==> src/rtl/dspg_pkg.sv <==
// Shared constants for the dual stepper pulse generator.
// No dependencies.
`default_nettype none

package dspg_pkg;

	// motor_mode codes
	localparam logic [1:0] MODE_IDLE     = 2'd0;
	localparam logic [1:0] MODE_SPEED    = 2'd1;
	localparam logic [1:0] MODE_POSITION = 2'd2;

	// configuration register indexes
	localparam int CFG_INDEX_BITS = 3;
	localparam logic [CFG_INDEX_BITS-1:0] REG_MOTOR_MODE  = 3'd0;
	localparam logic [CFG_INDEX_BITS-1:0] REG_BASE_PERIOD = 3'd1;
	localparam logic [CFG_INDEX_BITS-1:0] REG_RIGHT_SPEED = 3'd2;
	localparam logic [CFG_INDEX_BITS-1:0] REG_LEFT_SPEED  = 3'd3;
	localparam logic [CFG_INDEX_BITS-1:0] REG_RIGHT_GOAL  = 3'd4;
	localparam logic [CFG_INDEX_BITS-1:0] REG_LEFT_GOAL   = 3'd5;

	localparam int CFG_DATA_BITS  = 32;
	localparam int MODE_BITS      = 2;
	localparam int PERIOD_BITS    = 16;
	localparam int SPEED_BITS     = 13;
	localparam int GOAL_BITS      = 32;
	localparam int OUT_POS_BITS   = 32;
	localparam int COIL_BITS      = 4;
	localparam int ELAPSED_BITS   = 24;

	localparam logic [PERIOD_BITS-1:0] BASE_PERIOD_RESET = 16'd1800;

	// parameter defaults
	localparam int DEF_POSITION_BITS       = 32;
	localparam int DEF_SPEED_FRACTION_BITS = 8;

	// motor slots
	localparam int MOTOR_RIGHT = 0;
	localparam int MOTOR_LEFT  = 1;
	localparam int NUM_MOTORS  = 2;

endpackage

`default_nettype wire

==> src/rtl/dual_stepper_pulse_generator_top.sv <==
// Dual stepper pulse generator: one item per cycle while in_stall is low; the result
// is valid in the cycle after accept. The single state-update path (24x13 multiply
// and compare per motor) sets the clock limit. Depends on dspg_pkg.
// Reset (arst_n low, asynchronous): coils off, positions and timers zero, phases
// zero, base_period 1800, other registers zero, no result pending.
`default_nettype none

module dual_stepper_pulse_generator_top
	import dspg_pkg::*;
#(
	parameter int POSITION_BITS       = DEF_POSITION_BITS,
	parameter int SPEED_FRACTION_BITS = DEF_SPEED_FRACTION_BITS
) (
	input  wire logic                      clk,
	input  wire logic                      arst_n,
	// configuration write port
	input  wire logic                      cfg_write,
	input  wire logic [CFG_INDEX_BITS-1:0] cfg_index,
	input  wire logic [CFG_DATA_BITS-1:0]  cfg_data,
	// tick channel
	input  wire logic                      in_valid,
	output logic                           in_stall,
	input  wire logic                      clear_position,
	// result channel
	output logic                           out_valid,
	input  wire logic                      out_stall,
	output logic [COIL_BITS-1:0]           right_coils,
	output logic [COIL_BITS-1:0]           left_coils,
	output logic signed [OUT_POS_BITS-1:0] right_position,
	output logic signed [OUT_POS_BITS-1:0] left_position,
	output logic                           right_stepped,
	output logic                           left_stepped,
	output logic                           moving
);

	// Compare width for count vs goal: both sign-extended to the wider of the two.
	localparam int CMP_BITS   = (POSITION_BITS > GOAL_BITS) ? POSITION_BITS : GOAL_BITS;
	// Speed product: saturating elapsed times |speed|.
	localparam int PROD_BITS  = ELAPSED_BITS + SPEED_BITS;
	localparam int LIMIT_BITS = PERIOD_BITS + SPEED_FRACTION_BITS;
	localparam int SCMP_BITS  = (PROD_BITS > LIMIT_BITS) ? PROD_BITS : LIMIT_BITS;
	// Slowest speed that still moves: ceil(0.01 in fixed point).
	localparam logic [SPEED_BITS-1:0] MIN_SPEED =
		SPEED_BITS'(((1 << SPEED_FRACTION_BITS) + 99) / 100);
	localparam logic [ELAPSED_BITS-1:0] ELAPSED_MAX = '1;
	localparam logic [PERIOD_BITS-1:0]  PELAPSED_MAX = '1;

	// ---------------- configuration registers ----------------
	logic [MODE_BITS-1:0]          mode_q;
	logic [PERIOD_BITS-1:0]        base_period_q;
	logic [SPEED_BITS-1:0]         speed_q [NUM_MOTORS];
	logic [GOAL_BITS-1:0]          goal_q  [NUM_MOTORS];

	always_ff @(posedge clk or negedge arst_n) begin
		if (!arst_n) begin
			mode_q        <= MODE_IDLE;
			base_period_q <= BASE_PERIOD_RESET;
			speed_q[MOTOR_RIGHT] <= '0;
			speed_q[MOTOR_LEFT]  <= '0;
			goal_q[MOTOR_RIGHT]  <= '0;
			goal_q[MOTOR_LEFT]   <= '0;
		end else if (cfg_write) begin
			unique case (cfg_index)
				REG_MOTOR_MODE:  mode_q        <= cfg_data[MODE_BITS-1:0];
				REG_BASE_PERIOD: base_period_q <= cfg_data[PERIOD_BITS-1:0];
				REG_RIGHT_SPEED: speed_q[MOTOR_RIGHT] <= cfg_data[SPEED_BITS-1:0];
				REG_LEFT_SPEED:  speed_q[MOTOR_LEFT]  <= cfg_data[SPEED_BITS-1:0];
				REG_RIGHT_GOAL:  goal_q[MOTOR_RIGHT]  <= cfg_data[GOAL_BITS-1:0];
				REG_LEFT_GOAL:   goal_q[MOTOR_LEFT]   <= cfg_data[GOAL_BITS-1:0];
				default: ;  // writes past the register list are dropped
			endcase
		end
	end

	// ---------------- motor state ----------------
	logic [1:0]               phase_q   [NUM_MOTORS];
	logic [POSITION_BITS-1:0] count_q   [NUM_MOTORS];
	logic [ELAPSED_BITS-1:0]  elapsed_q [NUM_MOTORS];
	logic [COIL_BITS-1:0]     drive_q   [NUM_MOTORS];
	logic [PERIOD_BITS-1:0]   pos_elapsed_q;

	// ---------------- handshake ----------------
	// The result register holds the stepped flags and a valid bit; the other result
	// fields are the state registers themselves, which only move when a new item
	// loads the result register, so they always match the pending result.
	logic out_valid_q;
	logic step_q [NUM_MOTORS];
	logic accept;

	assign in_stall = out_valid_q & out_stall;
	assign accept   = in_valid & ~in_stall;

	// ---------------- next-state logic ----------------
	logic                     pos_fire;
	logic [PERIOD_BITS-1:0]   pos_inc;
	logic [PERIOD_BITS-1:0]   pos_base;
	logic [PERIOD_BITS-1:0]   pos_elapsed_d;

	logic [POSITION_BITS-1:0] cnt_base  [NUM_MOTORS];
	logic [ELAPSED_BITS-1:0]  el_base   [NUM_MOTORS];
	logic [ELAPSED_BITS-1:0]  el_inc    [NUM_MOTORS];
	logic [SPEED_BITS-1:0]    mag       [NUM_MOTORS];
	logic [PROD_BITS-1:0]     prod      [NUM_MOTORS];
	logic signed [CMP_BITS-1:0] cnt_key [NUM_MOTORS];
	logic signed [CMP_BITS-1:0] goal_key[NUM_MOTORS];
	logic                     spd_fire  [NUM_MOTORS];
	logic                     do_step   [NUM_MOTORS];
	logic                     forward   [NUM_MOTORS];
	logic                     phase_up  [NUM_MOTORS];
	logic [1:0]               nxt_phase [NUM_MOTORS];
	logic [1:0]               phase_d   [NUM_MOTORS];
	logic [POSITION_BITS-1:0] count_d   [NUM_MOTORS];
	logic [ELAPSED_BITS-1:0]  elapsed_d [NUM_MOTORS];
	logic [COIL_BITS-1:0]     drive_d   [NUM_MOTORS];
	logic [SCMP_BITS-1:0]     limit;

	assign limit    = SCMP_BITS'(base_period_q) << SPEED_FRACTION_BITS;
	assign pos_base = clear_position ? '0 : pos_elapsed_q;
	assign pos_inc  = (pos_base == PELAPSED_MAX) ? pos_base : pos_base + PERIOD_BITS'(1);
	// a base period of zero fires every tick, same as one
	assign pos_fire = (pos_inc >= base_period_q);

	always_comb begin
		pos_elapsed_d = pos_base;
		if (mode_q == MODE_POSITION) begin
			pos_elapsed_d = pos_fire ? '0 : pos_inc;
		end else if (mode_q != MODE_SPEED) begin
			pos_elapsed_d = '0;
		end

		for (int m = 0; m < NUM_MOTORS; m++) begin
			// clear_position acts before the tick
			cnt_base[m] = clear_position ? '0 : count_q[m];
			el_base[m]  = clear_position ? '0 : elapsed_q[m];
			el_inc[m]   = (el_base[m] == ELAPSED_MAX) ? el_base[m]
			                                          : el_base[m] + ELAPSED_BITS'(1);
			mag[m]      = speed_q[m][SPEED_BITS-1] ? (~speed_q[m] + SPEED_BITS'(1))
			                                       : speed_q[m];
			prod[m]     = PROD_BITS'(el_inc[m]) * PROD_BITS'(mag[m]);
			spd_fire[m] = (mag[m] >= MIN_SPEED) && (SCMP_BITS'(prod[m]) > limit);

			cnt_key[m]  = CMP_BITS'($signed(cnt_base[m]));
			goal_key[m] = CMP_BITS'($signed(goal_q[m]));

			do_step[m] = 1'b0;
			forward[m] = 1'b1;
			if (mode_q == MODE_SPEED) begin
				do_step[m] = spd_fire[m];
				forward[m] = ~speed_q[m][SPEED_BITS-1];
			end else if (mode_q == MODE_POSITION) begin
				do_step[m] = pos_fire && (cnt_key[m] != goal_key[m]);
				forward[m] = (cnt_key[m] < goal_key[m]);
			end

			// left motor is mirrored: phase runs against travel
			phase_up[m]  = forward[m] ^ (m == MOTOR_LEFT);
			nxt_phase[m] = phase_up[m] ? phase_q[m] + 2'd1 : phase_q[m] - 2'd1;

			phase_d[m]   = phase_q[m];
			count_d[m]   = cnt_base[m];
			drive_d[m]   = drive_q[m];
			elapsed_d[m] = el_base[m];

			if (mode_q == MODE_SPEED) begin
				elapsed_d[m] = spd_fire[m] ? '0 : el_inc[m];
			end else if (mode_q != MODE_POSITION) begin
				// idle (and the unused code): release coils, clear counts and timers
				count_d[m]   = '0;
				elapsed_d[m] = '0;
				drive_d[m]   = '0;
			end

			if (do_step[m]) begin
				phase_d[m] = nxt_phase[m];
				drive_d[m] = (COIL_BITS'(1) << phase_q[m]) | (COIL_BITS'(1) << nxt_phase[m]);
				count_d[m] = forward[m] ? cnt_base[m] + POSITION_BITS'(1)
				                        : cnt_base[m] - POSITION_BITS'(1);
			end
		end
	end

	always_ff @(posedge clk or negedge arst_n) begin
		if (!arst_n) begin
			pos_elapsed_q <= '0;
			for (int m = 0; m < NUM_MOTORS; m++) begin
				phase_q[m]   <= '0;
				count_q[m]   <= '0;
				elapsed_q[m] <= '0;
				drive_q[m]   <= '0;
				step_q[m]    <= 1'b0;
			end
		end else if (accept) begin
			pos_elapsed_q <= pos_elapsed_d;
			for (int m = 0; m < NUM_MOTORS; m++) begin
				phase_q[m]   <= phase_d[m];
				count_q[m]   <= count_d[m];
				elapsed_q[m] <= elapsed_d[m];
				drive_q[m]   <= drive_d[m];
				step_q[m]    <= do_step[m];
			end
		end
	end

	always_ff @(posedge clk or negedge arst_n) begin
		if (!arst_n) begin
			out_valid_q <= 1'b0;
		end else if (accept) begin
			out_valid_q <= 1'b1;
		end else if (!out_stall) begin
			out_valid_q <= 1'b0;
		end
	end

	// ---------------- result fields ----------------
	assign out_valid      = out_valid_q;
	assign right_coils    = drive_q[MOTOR_RIGHT];
	assign left_coils     = drive_q[MOTOR_LEFT];
	// positions leave as the low bits of the count, zero-filled if narrower
	assign right_position = signed'(OUT_POS_BITS'(count_q[MOTOR_RIGHT]));
	assign left_position  = signed'(OUT_POS_BITS'(count_q[MOTOR_LEFT]));
	assign right_stepped  = step_q[MOTOR_RIGHT];
	assign left_stepped   = step_q[MOTOR_LEFT];
	// user must change goals only while no item is in flight (block does not enforce it); live registers are then safe
	assign moving =
		(CMP_BITS'($signed(count_q[MOTOR_RIGHT])) != CMP_BITS'($signed(goal_q[MOTOR_RIGHT])))
		|| (CMP_BITS'($signed(count_q[MOTOR_LEFT])) != CMP_BITS'($signed(goal_q[MOTOR_LEFT])));

	// ---------------- assertions ----------------
	a_accept_loads: assert property (@(posedge clk) disable iff (!arst_n)
		accept |=> out_valid_q)
		else $error("accepted item did not produce a result");

	a_step_two_coils: assert property (@(posedge clk) disable iff (!arst_n)
		step_q[MOTOR_RIGHT] |-> $countones(drive_q[MOTOR_RIGHT]) == 2)
		else $error("right step without a two-coil drive");

	a_left_step_two_coils: assert property (@(posedge clk) disable iff (!arst_n)
		step_q[MOTOR_LEFT] |-> $countones(drive_q[MOTOR_LEFT]) == 2)
		else $error("left step without a two-coil drive");

	a_idle_release: assert property (@(posedge clk) disable iff (!arst_n)
		(accept && mode_q != MODE_SPEED && mode_q != MODE_POSITION) |=>
		(drive_q[MOTOR_RIGHT] == '0 && drive_q[MOTOR_LEFT] == '0 &&
		 !step_q[MOTOR_RIGHT] && !step_q[MOTOR_LEFT] && count_q[MOTOR_RIGHT] == '0))
		else $error("idle tick left coils driven or a step taken");

endmodule

`default_nettype wire
==> config.mk <==
export PLATFORM = sky130hd
export DESIGN_NAME = dual_stepper_pulse_generator_top
export DESIGN_NICKNAME = d
export VERILOG_FILES = /design/src/rtl/dspg_pkg.sv /design/src/rtl/dual_stepper_pulse_generator_top.sv
export SDC_FILE = /design/constraint.sdc
export NUM_CORES = 2
export LEC_CHECK = 0
export BUFFER_PORTS_ARGS = -buffer_cell sky130_fd_sc_hd__buf_2
export CAP_MARGIN = 5
export CORE_MARGIN = 3
export CORE_UTILIZATION = 59
export DETAILED_ROUTE_END_ITERATION = 8
export PLACE_DENSITY_LB_ADDON = 0.08
export SETUP_SLACK_MARGIN = 0.2
export SLEW_MARGIN = 20
export SYNTH_ARGS = -nofsm -noshare
export SYNTH_HDL_FRONTEND = slang
export SYNTH_SLANG_ARGS = --single-unit
==> constraint.sdc <==
create_clock -name clk -period 27.8 [get_ports clk]
set_clock_uncertainty 0.1 [all_clocks]
set_input_delay 2.78 -clock clk [delete_from_list [all_inputs] [get_ports clk]]
set_output_delay 2.78 -clock clk [all_outputs]
set_load 0.03 [all_outputs]
==> flow_metrics.env <==
export IMPL_relSlewSlack=0.1967
export IMPL_internal_power_w=0.001045
export IMPL_row_count=92
export IMPL_r2r_end="left_position[11]"
export IMPL_vias_per_cell=5.943
export IMPL_totalWireLength_mm=112.5
export IMPL_antenna_found_initial=3
export IMPL_reg2reg_from="elapsed_q[0]"
export IMPL_clock_latency_ps=550
export IMPL_drive_above_1_share=0.08178
export IMPL_slew_violations=0
export IMPL_htreeDepth=2
export IMPL_path_clk_slew_ps=60
export IMPL_dp_hpwl_mm=87.62
export IMPL_required_ps=28130
export IMPL_dpl_instance_area_sq_um=39960
export IMPL_path_delay_family="simple AND/OR/NAND/NOR gates"
export IMPL_status="finished, final reports clean"
export IMPL_p_sw_frac=0.4641
export IMPL_ir_worst_vdd_uv=59.67
export IMPL_crit_arrival_ps=14930
export IMPL_start_util=0.6021
export IMPL_reg2reg_depth=42
export IMPL_wl_per_cell_microns=20.84
export IMPL_hold_slack_ps=377.0
export IMPL_synth_common_cells="703 x inv_1, 592 x nand2_1, 486 x fa_1"
export IMPL_seq_area_sq_um=6286
export IMPL_start_kind="input port"
export IMPL_drv_cap=0
export IMPL_gp_congestion=0.9803
export IMPL_multi_input_area_sq_um=28840
export IMPL_grt_use_total=0.3397
export IMPL_cts_resized=0
export IMPL_cp_buffers_inverters=6
export IMPL_synth_warnings=0
export IMPL_max_freq_mhz=68.48
export IMPL_syn_area_sq_um=38330
export IMPL_clock_power_share=0.241
export IMPL_synth_edf_count=0
export IMPL_p_comb_frac=0.520
export IMPL_synth_most_common_cell="inv_1"
export IMPL_cp_slowest_cell="a21oi_1"
export IMPL_die_h_microns=260.9
export IMPL_synth_seq_cells=251
export IMPL_cts_setup_buffers=0
export IMPL_syn_avg_cell_area_sq_um=8.584
export IMPL_postLayoutCoreUtil=0.6467
export IMPL_rsz0062_at_grt="no"
export IMPL_clock_path_buffers=3
export IMPL_num_vias=32080
export IMPL_syn_num_nets=5333
export IMPL_synth_top_area_frac=0.2538
export IMPL_syn2layout_area_growth_pct=7.394
export IMPL_max_stage_delay_ps=680
export IMPL_cp_endpoint="elapsed_q[42]"
export IMPL_yosys_top_cells_area="fa_1 25%, dfrtp_1 16%, ha_1 11%, inv_1 6.9%, nand2_1 5.8%"
export IMPL_grt_pass1_wl_mm=180.0
export IMPL_crit_path_end_kind="register"
export IMPL_worstPathMaxFanout=65
export IMPL_period_minus_slack_ps=14600
export IMPL_min_period_over_period=0.5252
export IMPL_finalWorstSetupSlack_ps=13200
export IMPL_ant_nets=0
export IMPL_ys_seq_area_frac=0.1640
export IMPL_cellPowerDensity_nw_per_um2=47.37
export IMPL_nFillCells=5571
export IMPL_core_area_sq_um=63660
export IMPL_synth_flop_cell="dfrtp_1"
export IMPL_cts_root_buffer="clkbuf_16"
export IMPL_reg2reg_slack_ps=15850
export IMPL_cts_buffers=34
export IMPL_power_frac_seq=0.239
export IMPL_worstHoldPathType="reg2reg"
export IMPL_cts_sinks=251
export IMPL_hp_start="right_coils[2]"
export IMPL_yosys_area_top_type="fa_1"
export IMPL_crit_start="clear_position"
export IMPL_pre_cts_slack_ps=12960
export IMPL_port_buffers=117
export IMPL_finalSetupViolCount=0
export IMPL_fin_area_sq_um=41160
export IMPL_hold_viol=0
export IMPL_die_x_microns=260.9
export IMPL_ios=118
export IMPL_path_class="in2reg"
export IMPL_grt_max_degree=83
export IMPL_grt_pass1_vias=31940
export IMPL_dieArea_sq_um=68060
export IMPL_dr_pass1_iters=6
export IMPL_cp_common_cell="fa_1"
export IMPL_worst_slew_pin_slew_ps=1196
export IMPL_drt_iter0_drc=2671
export IMPL_p_leak_nw=20.66
export IMPL_cts_tree="built"
export IMPL_hold_buffers=0
export IMPL_overflow=0
export IMPL_path_depth=42
export IMPL_finalSetupTns_ps=0
export IMPL_synthCells=4465
export IMPL_synthDistinctLibCells=82
export IMPL_switchingPower_w=0.0009049
export IMPL_drc_errors=0
export IMPL_async_flop_share=1.000
export IMPL_final_nets=5393
-- final cells by class --
| cell class | count | share of cell area |
|---|---|---|
| clock buffers | 42 | 0.02261 |
| repair buffers | 188 | 0.02757 |
| multi-input cells | 3345 | 0.7007 |
| flip-flops and latches | 251 | 0.1527 |
| well taps | 846 | 0.02572 |
| clock inverters | 18 | 0.006201 |
| inverters | 705 | 0.06429 |
| diodes | 3 | 0.0001824 |
-- power groups by stage --
| stage | logic [W] | clock network, W | registers [W] |
|---|---|---|---|
| floorplan | 0.000633 | 0 | 0.000464 |
| global placement | 0.000977 | 0 | 0.000469 |
| detailed placement | 0.000984 | 0 | 0.000471 |
| CTS | 0.000995 | 0.000475 | 0.000465 |
| global route | 0.00111 | 0.000490 | 0.000472 |
| finish | 0.00101 | 0.000470 | 0.000466 |
-- worst min-delay path by stage --
stage                        to  slack [ps]  cells after the start
4_1_cts          right_coils[2]         380                      1
5_1_grt           left_coils[3]         410                      1
3_3_place_gp       left_stepped         360                      2
6_report         right_coils[2]         380                      1
2_1_floorplan  pos_elapsed_q[0]         360                      1
3_5_place_dp     right_coils[2]         370                      1
-- metal layers --
metal,vias up,share of wire,track usage
met3,265,0.079,0.05221
met5,-,0,0
met2,1380,0.46,0.5518
met1,15840,0.42,0.4694
met4,0,0.037,0.1070
li1,14600,-,-
-- state kept, by name, summed over array words and instances (netlist names), 2 cells and up --
name,flops
base_period_q,16
elapsed_q,48
goal_key,64
left_coils,4
left_position,32
mode_q,2
phase_q,4
pos_elapsed_q,16
right_coils,4
right_position,32
speed_q,26
-- worst reg2reg max path, delay by kind of cell, from the launching register on --
family	cells	cell delay, ps
AO/OA/AOI/OAI	10	2510
XOR/XNOR	2	230
adder cells (fa/ha/maj)	8	3520
buffers and inverters	4	710
flip-flops	1	420
multiplexers	1	300
AND/OR/NAND/NOR	17	4050
-- stage by stage --
step / cells / total power (W)
2_1_floorplan: 4465 / 0.001097
3_3_place_gp: 5335 / 0.001446
3_5_place_dp: 5335 / 0.001455
4_1_cts: 5395 / 0.001935
5_1_grt: 5398 / 0.002067
6_report: 5398 / 0.001950
-- kinds of logic (layout without fill, tap and decap cells) --
kind of cell             after synthesis  in the layout  synth area share
other                                  0              3                 0
adder cells (fa/ha/maj)              827            827            0.3651
XOR/XNOR                             280            280           0.06418
AO/OA/AOI/OAI                        679            679            0.1164
flip-flops                           251            251            0.1640
AND/OR/NAND/NOR                     1454           1454            0.1741
buffers and inverters                869            953           0.08654
multiplexers                         105            105           0.02961
-- layout by cell type (no fill, tap or decap), types with 67 or more instances in the layout --
cell type    n
buf_4       71
fa_1       486
nand2_1    592
ha_1       341
dfrtp_1    247
nor2b_1    102
xnor2_1    183
o21ai_0    175
mux2_2      67
inv_1      703
a21oi_1    148
nand4_1     70
a21o_1      82
nor2_1     369
a22o_1      70
buf_2      115
xor2_1      86
Power figures use the tool's default switching activity.
